## src/chmp_pkg.sv

```systemverilog
// Shared types and constants for the coin heads majority probability unit.
// No dependencies; chmp_mac and the top level refer to it by scoped names.
`default_nettype none

package chmp_pkg;

  // Sizing
  localparam int MAX_COINS      = 64;
  localparam int PROB_FRAC_BITS = 16;
  localparam int PROB_W         = 17;
  localparam int DIST_W         = 33;
  localparam int SEEN_W         = 7;
  localparam int DIST_DEPTH     = MAX_COINS + 1;
  localparam int ADDR_W         = $clog2(DIST_DEPTH);
  localparam int CNT_W          = $clog2(MAX_COINS + 2);
  localparam int ACC_W          = DIST_W + $clog2(MAX_COINS + 2);
  localparam int PROD_W         = DIST_W + PROB_W;

  // Fixed-point one in each format
  localparam logic [PROB_W-1:0] ONE_PROB = PROB_W'(1) << PROB_FRAC_BITS;
  localparam logic [DIST_W-1:0] ONE_DIST = DIST_W'(1) << (DIST_W - 1);

  // Input word: one coin
  typedef struct packed {
    logic [PROB_W-1:0] prob;
    logic              last;
  } item_t;

  // Output word: one closed set
  typedef struct packed {
    logic [DIST_W-1:0] tail_prob;
    logic [SEEN_W-1:0] coins_seen;
    logic              too_many;
  } result_t;

endpackage

`default_nettype wire

```

## src/chmp_ram.sv

```systemverilog
// Generic single-port-write, single-port-read RAM with registered read data.
// No dependencies.
`default_nettype none

module chmp_ram #(
  parameter int WIDTH = 8,
  parameter int DEPTH = 16
) (
  input  wire logic                     clk,
  input  wire logic                     we,
  input  wire logic [$clog2(DEPTH)-1:0] waddr,
  input  wire logic [WIDTH-1:0]         wdata,
  input  wire logic [$clog2(DEPTH)-1:0] raddr,
  output logic      [WIDTH-1:0]         rdata
);

  logic [WIDTH-1:0] mem [DEPTH];

  // Write on enable, read every cycle
  always_ff @(posedge clk) begin
    if (we) begin
      mem[waddr] <= wdata;
    end
    rdata <= mem[raddr];
  end

endmodule

`default_nettype wire

```

## src/chmp_mac.sv

```systemverilog
// Shared multiply-add unit: trunc(a*q) + trunc(b*p), saturated to one.
// Products are registered; the add and clamp follow the register. Uses chmp_pkg.
`default_nettype none

module chmp_mac (
  input  wire logic                         clk,
  input  wire logic [chmp_pkg::DIST_W-1:0]  a,
  input  wire logic [chmp_pkg::DIST_W-1:0]  b,
  input  wire logic [chmp_pkg::PROB_W-1:0]  p,
  input  wire logic [chmp_pkg::PROB_W-1:0]  q,
  output logic      [chmp_pkg::DIST_W-1:0]  val
);

  logic [chmp_pkg::PROD_W-1:0] prod_q;
  logic [chmp_pkg::PROD_W-1:0] prod_p;
  logic [chmp_pkg::DIST_W-1:0] scaled_q;
  logic [chmp_pkg::DIST_W-1:0] scaled_p;
  logic [chmp_pkg::DIST_W:0]   total;

  // Multiply at full width
  assign prod_q = chmp_pkg::PROD_W'(a) * chmp_pkg::PROD_W'(q);
  assign prod_p = chmp_pkg::PROD_W'(b) * chmp_pkg::PROD_W'(p);

  // Drop fraction bits and hold the scaled products
  always_ff @(posedge clk) begin
    scaled_q <= chmp_pkg::DIST_W'(prod_q >> chmp_pkg::PROB_FRAC_BITS);
    scaled_p <= chmp_pkg::DIST_W'(prod_p >> chmp_pkg::PROB_FRAC_BITS);
  end

  // Add and clamp to one
  assign total = {1'b0, scaled_q} + {1'b0, scaled_p};
  assign val   = (total > {1'b0, chmp_pkg::ONE_DIST}) ? chmp_pkg::ONE_DIST
                                                      : total[chmp_pkg::DIST_W-1:0];

endmodule

`default_nettype wire

```

## src/coin_heads_majority_probability_unit.sv

```systemverilog
// Top level: sequencer, head-count distribution store and the shared multiply-add.
// Depends on chmp_pkg, chmp_ram and chmp_mac.
`default_nettype none

// Each accepted word is one coin with its heads probability. A coin with n coins
// already in the set keeps busy high while the single multiply-add unit updates
// one head-count entry per cycle, from the top count down, through the store's
// one read and one write port, plus the pipeline fill and a closing step. A coin
// that arrives when the store is full is dropped and flags the set; without the
// last mark busy never rises for it, with it the store is walked once to form
// the sum. On the last coin of a set the result word appears for exactly one
// cycle with result_valid high, and the block starts a fresh set. The receiver
// cannot stall: capture it on that cycle.
module coin_heads_majority_probability_unit (
  input  wire logic              clk,
  input  wire logic              rst,
  input  wire logic              start,
  output logic                   busy,
  input  wire chmp_pkg::item_t   item,
  output logic                   result_valid,
  output chmp_pkg::result_t      result
);

  typedef enum logic [1:0] {
    ST_IDLE,
    ST_RUN,
    ST_FINISH
  } state_t;

  state_t                        state;
  logic [chmp_pkg::CNT_W-1:0]    coin_count;
  logic                          overflow_seen;
  logic                          last_flag;
  logic                          sum_mode;
  logic [chmp_pkg::PROB_W-1:0]   p_reg;
  logic [chmp_pkg::PROB_W-1:0]   q_reg;
  logic [chmp_pkg::CNT_W-1:0]    n_reg;
  logic [chmp_pkg::CNT_W-1:0]    thr;
  logic [chmp_pkg::CNT_W-1:0]    step;
  logic                          issue_done;
  logic                          s1_valid;
  logic                          s1_zero;
  logic [chmp_pkg::CNT_W-1:0]    s1_idx;
  logic                          s2_valid;
  logic [chmp_pkg::CNT_W-1:0]    s2_idx;
  logic [chmp_pkg::DIST_W-1:0]   a_reg;
  logic [chmp_pkg::ACC_W-1:0]    acc;

  logic [chmp_pkg::PROB_W-1:0]   p_sat;
  logic                          accept;
  logic                          store_full;
  logic                          issuing;
  logic [chmp_pkg::CNT_W-1:0]    rd_idx;
  logic [chmp_pkg::DIST_W-1:0]   rd_data;
  logic [chmp_pkg::DIST_W-1:0]   b_val;
  logic [chmp_pkg::DIST_W-1:0]   mac_val;
  logic                          wr_en;
  logic [chmp_pkg::CNT_W-1:0]    n_plus;

  assign busy       = (state != ST_IDLE);
  assign accept     = start && !busy;
  assign store_full = (coin_count >= chmp_pkg::CNT_W'(chmp_pkg::MAX_COINS));
  assign p_sat      = (item.prob > chmp_pkg::ONE_PROB) ? chmp_pkg::ONE_PROB : item.prob;
  assign n_plus     = n_reg + chmp_pkg::CNT_W'(1);

  // Issue one read per step, top entry first
  assign issuing = (state == ST_RUN) && !issue_done;
  assign rd_idx  = n_reg - step;

  // Operand from the store; a fresh set has entry zero at one
  always_comb begin
    if (s1_zero) begin
      b_val = '0;
    end else if (n_reg == '0) begin
      b_val = chmp_pkg::ONE_DIST;
    end else begin
      b_val = rd_data;
    end
  end

  assign wr_en = s2_valid && !sum_mode;

  chmp_ram #(
    .WIDTH (chmp_pkg::DIST_W),
    .DEPTH (chmp_pkg::DIST_DEPTH)
  ) u_dist (
    .clk   (clk),
    .we    (wr_en),
    .waddr (chmp_pkg::ADDR_W'(s2_idx)),
    .wdata (mac_val),
    .raddr (chmp_pkg::ADDR_W'(rd_idx)),
    .rdata (rd_data)
  );

  chmp_mac u_mac (
    .clk (clk),
    .a   (a_reg),
    .b   (b_val),
    .p   (p_reg),
    .q   (q_reg),
    .val (mac_val)
  );

  // Sequencer, pipeline tags, accumulator and result word
  always_ff @(posedge clk) begin
    if (rst) begin
      state         <= ST_IDLE;
      coin_count    <= '0;
      overflow_seen <= 1'b0;
      issue_done    <= 1'b1;
      s1_valid      <= 1'b0;
      s2_valid      <= 1'b0;
      result_valid  <= 1'b0;
    end else begin
      result_valid <= 1'b0;
      case (state)
        ST_IDLE: begin
          if (accept) begin
            last_flag  <= item.last;
            n_reg      <= coin_count;
            step       <= '0;
            issue_done <= 1'b0;
            a_reg      <= '0;
            acc        <= '0;
            if (store_full) begin
              // Drop the coin; walk the store only to close the set
              overflow_seen <= 1'b1;
              sum_mode      <= 1'b1;
              p_reg         <= chmp_pkg::ONE_PROB;
              q_reg         <= '0;
              thr           <= (coin_count >> 1) + chmp_pkg::CNT_W'(1);
              if (item.last) begin
                state <= ST_RUN;
              end else begin
                issue_done <= 1'b1;
              end
            end else begin
              sum_mode <= 1'b0;
              p_reg    <= p_sat;
              q_reg    <= chmp_pkg::ONE_PROB - p_sat;
              thr      <= (coin_count + chmp_pkg::CNT_W'(1)) >> 1;
              state    <= ST_RUN;
            end
          end
        end
        ST_RUN: begin
          // Read stage
          s1_valid <= issuing;
          if (issuing) begin
            s1_idx  <= n_plus - step;
            s1_zero <= (step == n_plus);
            step    <= step + chmp_pkg::CNT_W'(1);
            if (step == n_plus) begin
              issue_done <= 1'b1;
            end
          end
          // Multiply stage: shift the operand pair down one entry
          s2_valid <= s1_valid;
          if (s1_valid) begin
            s2_idx <= s1_idx;
            a_reg  <= b_val;
          end
          // Write stage: accumulate the upper tail
          if (s2_valid) begin
            if (s2_idx > thr) begin
              acc <= acc + chmp_pkg::ACC_W'(mac_val);
            end
            if (s2_idx == '0) begin
              state <= ST_FINISH;
            end
          end
        end
        ST_FINISH: begin
          if (last_flag) begin
            result_valid      <= 1'b1;
            result.tail_prob  <= (acc > chmp_pkg::ACC_W'(chmp_pkg::ONE_DIST))
                                 ? chmp_pkg::ONE_DIST : acc[chmp_pkg::DIST_W-1:0];
            result.coins_seen <= sum_mode ? chmp_pkg::SEEN_W'(n_reg)
                                          : chmp_pkg::SEEN_W'(n_plus);
            result.too_many   <= overflow_seen;
            coin_count        <= '0;
            overflow_seen     <= 1'b0;
          end else begin
            coin_count <= n_plus;
          end
          state <= ST_IDLE;
        end
        default: begin
          state <= ST_IDLE;
        end
      endcase
    end
  end

endmodule

`default_nettype wire

```

## config.mk

```make
export PLATFORM = sky130hd
export DESIGN_NAME = coin_heads_majority_probability_unit
export DESIGN_NICKNAME = d
export VERILOG_FILES = /design/src/chmp_pkg.sv /design/src/chmp_ram.sv /design/src/chmp_mac.sv /design/src/coin_heads_majority_probability_unit.sv
export SDC_FILE = /design/constraint.sdc
export NUM_CORES = 2
export LEC_CHECK = 0
export BUFFER_PORTS_ARGS = -buffer_cell sky130_fd_sc_hd__buf_4
export CAP_MARGIN = 20
export CORE_ASPECT_RATIO = 0.8
export CORE_UTILIZATION = 55
export CTS_CLUSTER_SIZE = 8
export DETAILED_ROUTE_END_ITERATION = 16
export GPL_TIMING_DRIVEN = 0
export PLACE_DENSITY = 0.71
export SLEW_MARGIN = 10
export SYNTH_ARGS = -nofsm -noshare
export SYNTH_HDL_FRONTEND = slang
export SYNTH_HIERARCHICAL = 1
export SYNTH_SLANG_ARGS = --single-unit
```

## constraint.sdc

```tcl
create_clock -name clk -period 11.2 [get_ports clk]
set_input_delay 1.68 -clock clk [delete_from_list [all_inputs] [get_ports clk]]
set_output_delay 1.68 -clock clk [all_outputs]
set_load 0.05 [all_outputs]
```

Word-level counts from Yosys, hierarchy flattened
Memory sizes are Yosys's and may differ from the RTL's. A register that Yosys moved wholly into a read port is not among the register bits.
Index checks and enable logic that the tools add are counted.
{ "word_totals": {"ram_bits": 2145, "out_inout_bits": 43, "in_bits": 21, "elab_cells": 117, "n_memories": 1, "regBits": 266} }
{ "memory_table": {"columns": ["memory", "depth", "word_bits", "read_ports", "rd_clocked_by_memory_dff", "wr", "line", "text"], "rows": [
  ["u_dist.mem", 65, 33, 1, 1, 1, "chmp_ram.sv:17", "logic [WIDTH-1:0] mem [DEPTH];"]
]} }
{ "op_classes": {"addsub": 9, "multipliers": 2, "bitwise": 2, "mux": 37, "n_reduce_logical": 23, "n_lt_le_gt_ge": 5, "eq_ne": 13} }
{ "op_table": {"columns": ["operator", "n"], "rows": [
  ["two-way mux 33 bit", 5],
  ["two-way mux 40 bit", 3],
  ["multiplier 33 x 17 -> 49 bit", 2],
  ["one-hot mux 40 bit (2 select lines)", 1],
  ["one-hot mux 33 bit (2 select lines)", 1],
  ["adder 40 x 33 -> 40 bit", 1],
  ["greater-than comparator 40 x 33 -> 1 bit (second input constant)", 1],
  ["adder 33 x 33 -> 34 bit", 1],
  ["greater-than comparator 34 x 33 -> 1 bit (second input constant)", 1],
  ["two-way mux 7 bit", 4],
  ["adder 7 x 1 -> 7 bit (second input constant)", 3],
  ["AND reduction 4 bit", 5],
  ["greater-than comparator 17 bit (second input constant)", 1],
  ["two-way mux 17 bit", 1],
  ["subtractor 17 bit (first input constant)", 1],
  ["logical NOT 7 bit", 2],
  ["one-hot mux 7 bit (2 select lines)", 1],
  ["subtractor 7 bit", 2],
  ["two-way mux 1 bit", 12],
  ["!= test 2 bit (second input constant)", 6],
  ["AND reduction 3 bit", 4],
  ["two-way mux 2 bit", 5],
  ["adder 6 x 1 -> 7 bit (second input constant)", 1],
  ["equality test 7 bit", 1],
  ["other kinds (16)", 26]
]} }

Depth between registers and ports, before layout
{ "logic_depth": {"depth_word": 7, "mapped_depth": 32} }

Hierarchy
The synthesis kept the hierarchy.
{ "by_module_without_submodules": {"columns": ["module", "area_per_inst_um2", "cells_each", "n_inst"], "rows": [
  ["chmp_ram", 83358.7, 3987, 1],
  ["chmp_mac", 37039.3, 4227, 1],
  ["coin_heads_majority_probability_unit", 10822.9, 975, 1]
]} }

Worst setup path before layout
No wires, ideal clock.
{ "synth_path": {"kind": "register to register", "startpoint": "reg u_mac/scaled_q[0] (netlist name)", "endpoint": "reg acc[20] (netlist name) (data pin)", "n_path_buf": 0, "slack_ns": 2.599, "t_arrival_ns": 8.335, "t_required_ns": 10.934, "setup_ns": 0.266, "stages_incl_launch_ff": 23, "cell_sequence": "dfxtp_1 -> ha_1 -> inv_1 -> fa_1 -> nor2b_1 -> o21ai_0 -> a21boi_1 -> o31a_1 -> a31o_2 -> a32oi_1 -> a21oi_1 -> o21ai_1 -> mux2_4 -> nor4_1 -> ha_1 -> a21o_1 -> a21oi_1 -> a21oi_1 -> or4b_1 -> and2_1 -> a31oi_1 -> xor2_1 -> nor2_1"} }
{ "synth_via": {"elab_chain_cells": 7} }
{ "synth_lines": {"columns": ["element", "line", "text"], "rows": [
  ["start, declared", "chmp_mac.sv:16", "logic [chmp_pkg::DIST_W-1:0] scaled_q;"],
  ["start signal, assigned", "chmp_mac.sv:26", "scaled_q <= chmp_pkg::DIST_W'(prod_q >> chmp_pkg::PROB_FRAC_BITS);"],
  ["adder 33 x 33 -> 34 bit (*)", "chmp_mac.sv:31", "assign total = {1'b0, scaled_q} + {1'b0, scaled_p};"],
  ["greater-than comparator 34 x 33 -> 1 bit", "chmp_mac.sv:32", "assign val = (total > {1'b0, chmp_pkg::ONE_DIST}) ? chmp_pkg::ONE_DIST"],
  ["two-way mux 33 bit (*)", "chmp_mac.sv:32", null],
  ["net mac_val, one bit", "coin_heads_majority_probability_unit.sv:56", "logic [chmp_pkg::DIST_W-1:0] mac_val;"],
  ["adder 40 x 33 -> 40 bit (*)", "coin_heads_majority_probability_unit.sv:166", "acc <= acc + chmp_pkg::ACC_W'(mac_val);"],
  ["two-way mux 40 bit (*)", "coin_heads_majority_probability_unit.sv:165", "if (s2_idx > thr) begin"],
  ["two-way mux 40 bit (*)", "coin_heads_majority_probability_unit.sv:164", "if (s2_valid) begin"],
  ["one-hot mux 40 bit (2 select lines) (*)", "coin_heads_majority_probability_unit.sv:116", "case (state)"],
  ["end signal, assigned", "coin_heads_majority_probability_unit.sv:166", null],
  ["end, declared", "coin_heads_majority_probability_unit.sv:47", "logic [chmp_pkg::ACC_W-1:0] acc;"]
]} }
Mark *: on every way through the listed nets, which the timed path passes. The rest lies on a longest branch. The select of a mux whose other input is x is not followed.
A chain may end at the register's enable or synchronous reset.

Worst setup path after layout
{ "layout_path": {"startpoint": "reg n_reg[0] (netlist name)", "endpoint": "reg u_mac/scaled_p[32] (netlist name)"} }
{ "layout_via": {"elab_chain_cells": 4} }
{ "layout_lines": {"columns": ["element", "line", "text"], "rows": [
  ["start, declared", "coin_heads_majority_probability_unit.sv:37", "logic [chmp_pkg::CNT_W-1:0] n_reg;"],
  ["start signal, assigned", "coin_heads_majority_probability_unit.sv:120", "n_reg <= coin_count;"],
  ["logical NOT 7 bit", "coin_heads_majority_probability_unit.sv:74", "end else if (n_reg == '0) begin"],
  ["two-way mux 33 bit", "coin_heads_majority_probability_unit.sv:74", null],
  ["two-way mux 33 bit", "coin_heads_majority_probability_unit.sv:72", "if (s1_zero) begin"],
  ["net b_val, one bit", "coin_heads_majority_probability_unit.sv:55", "logic [chmp_pkg::DIST_W-1:0] b_val;"],
  ["multiplier 33 x 17 -> 49 bit", "chmp_mac.sv:22", "assign prod_p = chmp_pkg::PROD_W'(b) * chmp_pkg::PROD_W'(p);"],
  ["net u_mac.prod_p, one bit", "chmp_mac.sv:15", "logic [chmp_pkg::PROD_W-1:0] prod_p;"],
  ["end signal, assigned", "chmp_mac.sv:27", "scaled_p <= chmp_pkg::DIST_W'(prod_p >> chmp_pkg::PROB_FRAC_BITS);"],
  ["end, declared", "chmp_mac.sv:17", "logic [chmp_pkg::DIST_W-1:0] scaled_p;"]
]} }
The timed path passes the listed nets, and every way through them passes these cells.

==> impl_metrics.ini <==
[outcome]
status = complete, no violations

[setup_path]
start_kind = flip-flop
path_delay_family = adder cells
crit_start = n_reg[0]
worstPathRequired_ns = 11.87
cp.depth = 30
ff2ff_path_depth = 30
r2r_start = n_reg[0]
end_kind = flip-flop
cp_max_fo = 10
path_class = reg -> reg
crit_arrival_ns = 10.55
max_stage_delay_ns = 0.57
cpMostUsedCell = fa_1
cp_slowest_cell = or4b_2
critical_path_buf_inv_count = 7

[clock_network]
cts.repair.resized = 0
clk_transition_reported_paths_ns = 0.05
post_cts_buffers = 0
clock_path_buffers = 4
cts_inserted_buffers = 349
htree_levels = 5
clock-root-buffer = clkbuf_16
clk_latency_ns = 0.88
cts_tree = yes
hold_buffers = 0
cts_num_sinks = 2443

[die]
start_util_pct = 55.6
dieArea_sq_um = 241000
design.portCount = 64
rows = 159
core-area_sq_um = 236000
fp.dieH_microns = 439
die_w_microns = 548

[place]
place_congestion = 1.05
io_buffer_count = 63
placed_cell_area_sq_um = 140000
dp_hpwl_microns = 296000

[timing]
slew_viol_final = 0
layout_min_cycle_time_ns = 9.87
fmax_ghz = 0.101
finalCritPeriodShare_pct = 88.2
worstMarginPinSlew_ns = 1.31
slew_headroom_pct = 11.9
final_hold_viol_count = 0
rsz0062_at_grt = false
setup_viol = 0
hold_slack_ns = 0.370
finClkSkew_ns = 0.0856

[global_routing]
grt_max_degree = 67
gr-total-overflow = 0
grt_pass1_wl_microns = 569000
grt_use_total_pct = 33.1
grt_pass1_vias = 81800
antenna_found_initial = 41

[yosys]
ys_seq_area_share_pct = 55.0
async_flop_share_pct = 0
synthesis.area_sq_um = 131000
syn_nets = 10500
synth_enable_flop_cells = 2330
avgSynthCellArea_sq_um = 14.3
ys_seq_elements = 2443
synth-main-ff-cell = edfxtp_1
ys_types = 100
syn_inst = 9189
ys_warn_count = 6

[final_layout]
final_cell_mix = edfxtp_1, inv_1, fa_1
regMostFlops = u_dist/mem
syn_to_final_growth_pct = 13.9
drive_gt1_share_pct = 13.8
top_regs = u_dist/mem (2145), result (41), acc (40)
final_common_cell = edfxtp_1
finalInstanceArea_sq_um = 149000
largest_register_ffs = 2145
fin_nets = 11200

[pwr]
p_leak_nw = 57.1
max-vdd-ir-drop_v = 0.000532
powerDensity_nw_per_um2 = 343

[hold_path]
min_path_type = reg -> reg
min_path_cells = 0
hold_path_startpoint = s1_idx[2]

[routing]
post_drt_wl_per_cell_microns = 30.2
drc_errors = 0
firstDrtPassIters = 6
viasPerCell = 6.27
drt_wl_total_microns = 396000
drtIter0Drc = 11200
vias = 82200
ant_nets = 0

[run]
drv_cap = 0
## area by class of cell
type,count,area (sq um)
fillers,17000,86500
flip-flops and latches,2443,72200
multi-input cells,5165,53400
clock buffers,417,9210
inverters,1112,4170
repair buffers,348,4130
well taps,3139,3930
plain buffers,469,2110
clock inverters,17,214
diodes,7,17.5
## metal layers
metal  GRT usage, %  share of wire [%]
met1           48.7                 40
met5              0              0.014
met2           45.4                 41
met4           9.90                3.2
met3           12.7                 15
## final timing paths
path                             end  slack [ns]
setup / recovery  u_mac/scaled_p[32]        1.33
hold reg to reg            s2_idx[2]        0.37
hold / removal             s2_idx[2]        0.37
setup reg to reg  u_mac/scaled_p[32]        1.33
## metrics by stage
stage	setup WS (ns)	std cells	util, %	power, mW	setup TNS (ns)
floorplan	2.60	9189	-	29.8	0
global placement	-4.76	12400	57.5	36.0	-1331.05
detailed placement	1.48	12700	59.3	41.1	0
CTS	1.46	13100	63.3	50.7	0
global route	1.13	13100	63.3	53.6	0
finish	1.33	13100	63.3	51.3	0
## Yosys cell counts (11+ instances only)
cell | number | area, sq um
mux4_2 | 330 | 7430
nand2_1 | 831 | 3120
buf_6 | 22 | 248
a211oi_1 | 209 | 1570
nor3_2 | 11 | 110
nor2b_1 | 132 | 826
mux2_2 | 36 | 405
o211ai_1 | 11 | 82.6
nor4_1 | 17 | 106
dfxtp_1 | 113 | 2260
buf_1 | 16 | 60.1
a21oi_1 | 172 | 861
edfxtp_1 | 2330 | 70000
fa_1 | 926 | 18500
a21o_1 | 77 | 578
ha_1 | 328 | 4100
or3_1 | 45 | 282
and3_1 | 82 | 513
nor3_1 | 66 | 330
o21ai_0 | 135 | 676
buf_4 | 20 | 150
nor2_1 | 234 | 878
nand3_1 | 61 | 305
o21a_1 | 17 | 128
inv_1 | 1110 | 4170
xnor2_1 | 102 | 893
mux2i_1 | 397 | 3970
clkbuf_1 | 323 | 1210
o21bai_1 | 13 | 97.6
and2_1 | 475 | 2970
o22a_1 | 33 | 289
o221ai_1 | 66 | 578
a2111oi_0 | 33 | 289
nand2b_1 | 26 | 163
a221oi_1 | 39 | 342
buf_2 | 85 | 425
xor2_1 | 59 | 517
nand4_1 | 20 | 125
a31oi_1 | 42 | 263
## where the power goes
part	switching, mW	internal (mW)
logic	18.0	8.96
clock network	3.64	5.70
registers	0.290	14.7
## kinds of logic (layout without fill, tap and decap cells)
group / after synthesis / count (layout) / synth area share [%]
mux: 764 / 764 / 9.01
flops: 2443 / 2443 / 55.0
xor+xnor: 161 / 161 / 1.07
compound gates: 932 / 932 / 5.01
simple gates: 2054 / 2054 / 7.81
other cells: 0 / 7 / 0
buf+inv: 1581 / 2363 / 4.79
fa+ha+maj: 1254 / 1254 / 17.3
Power figures use the tool's default switching activity.
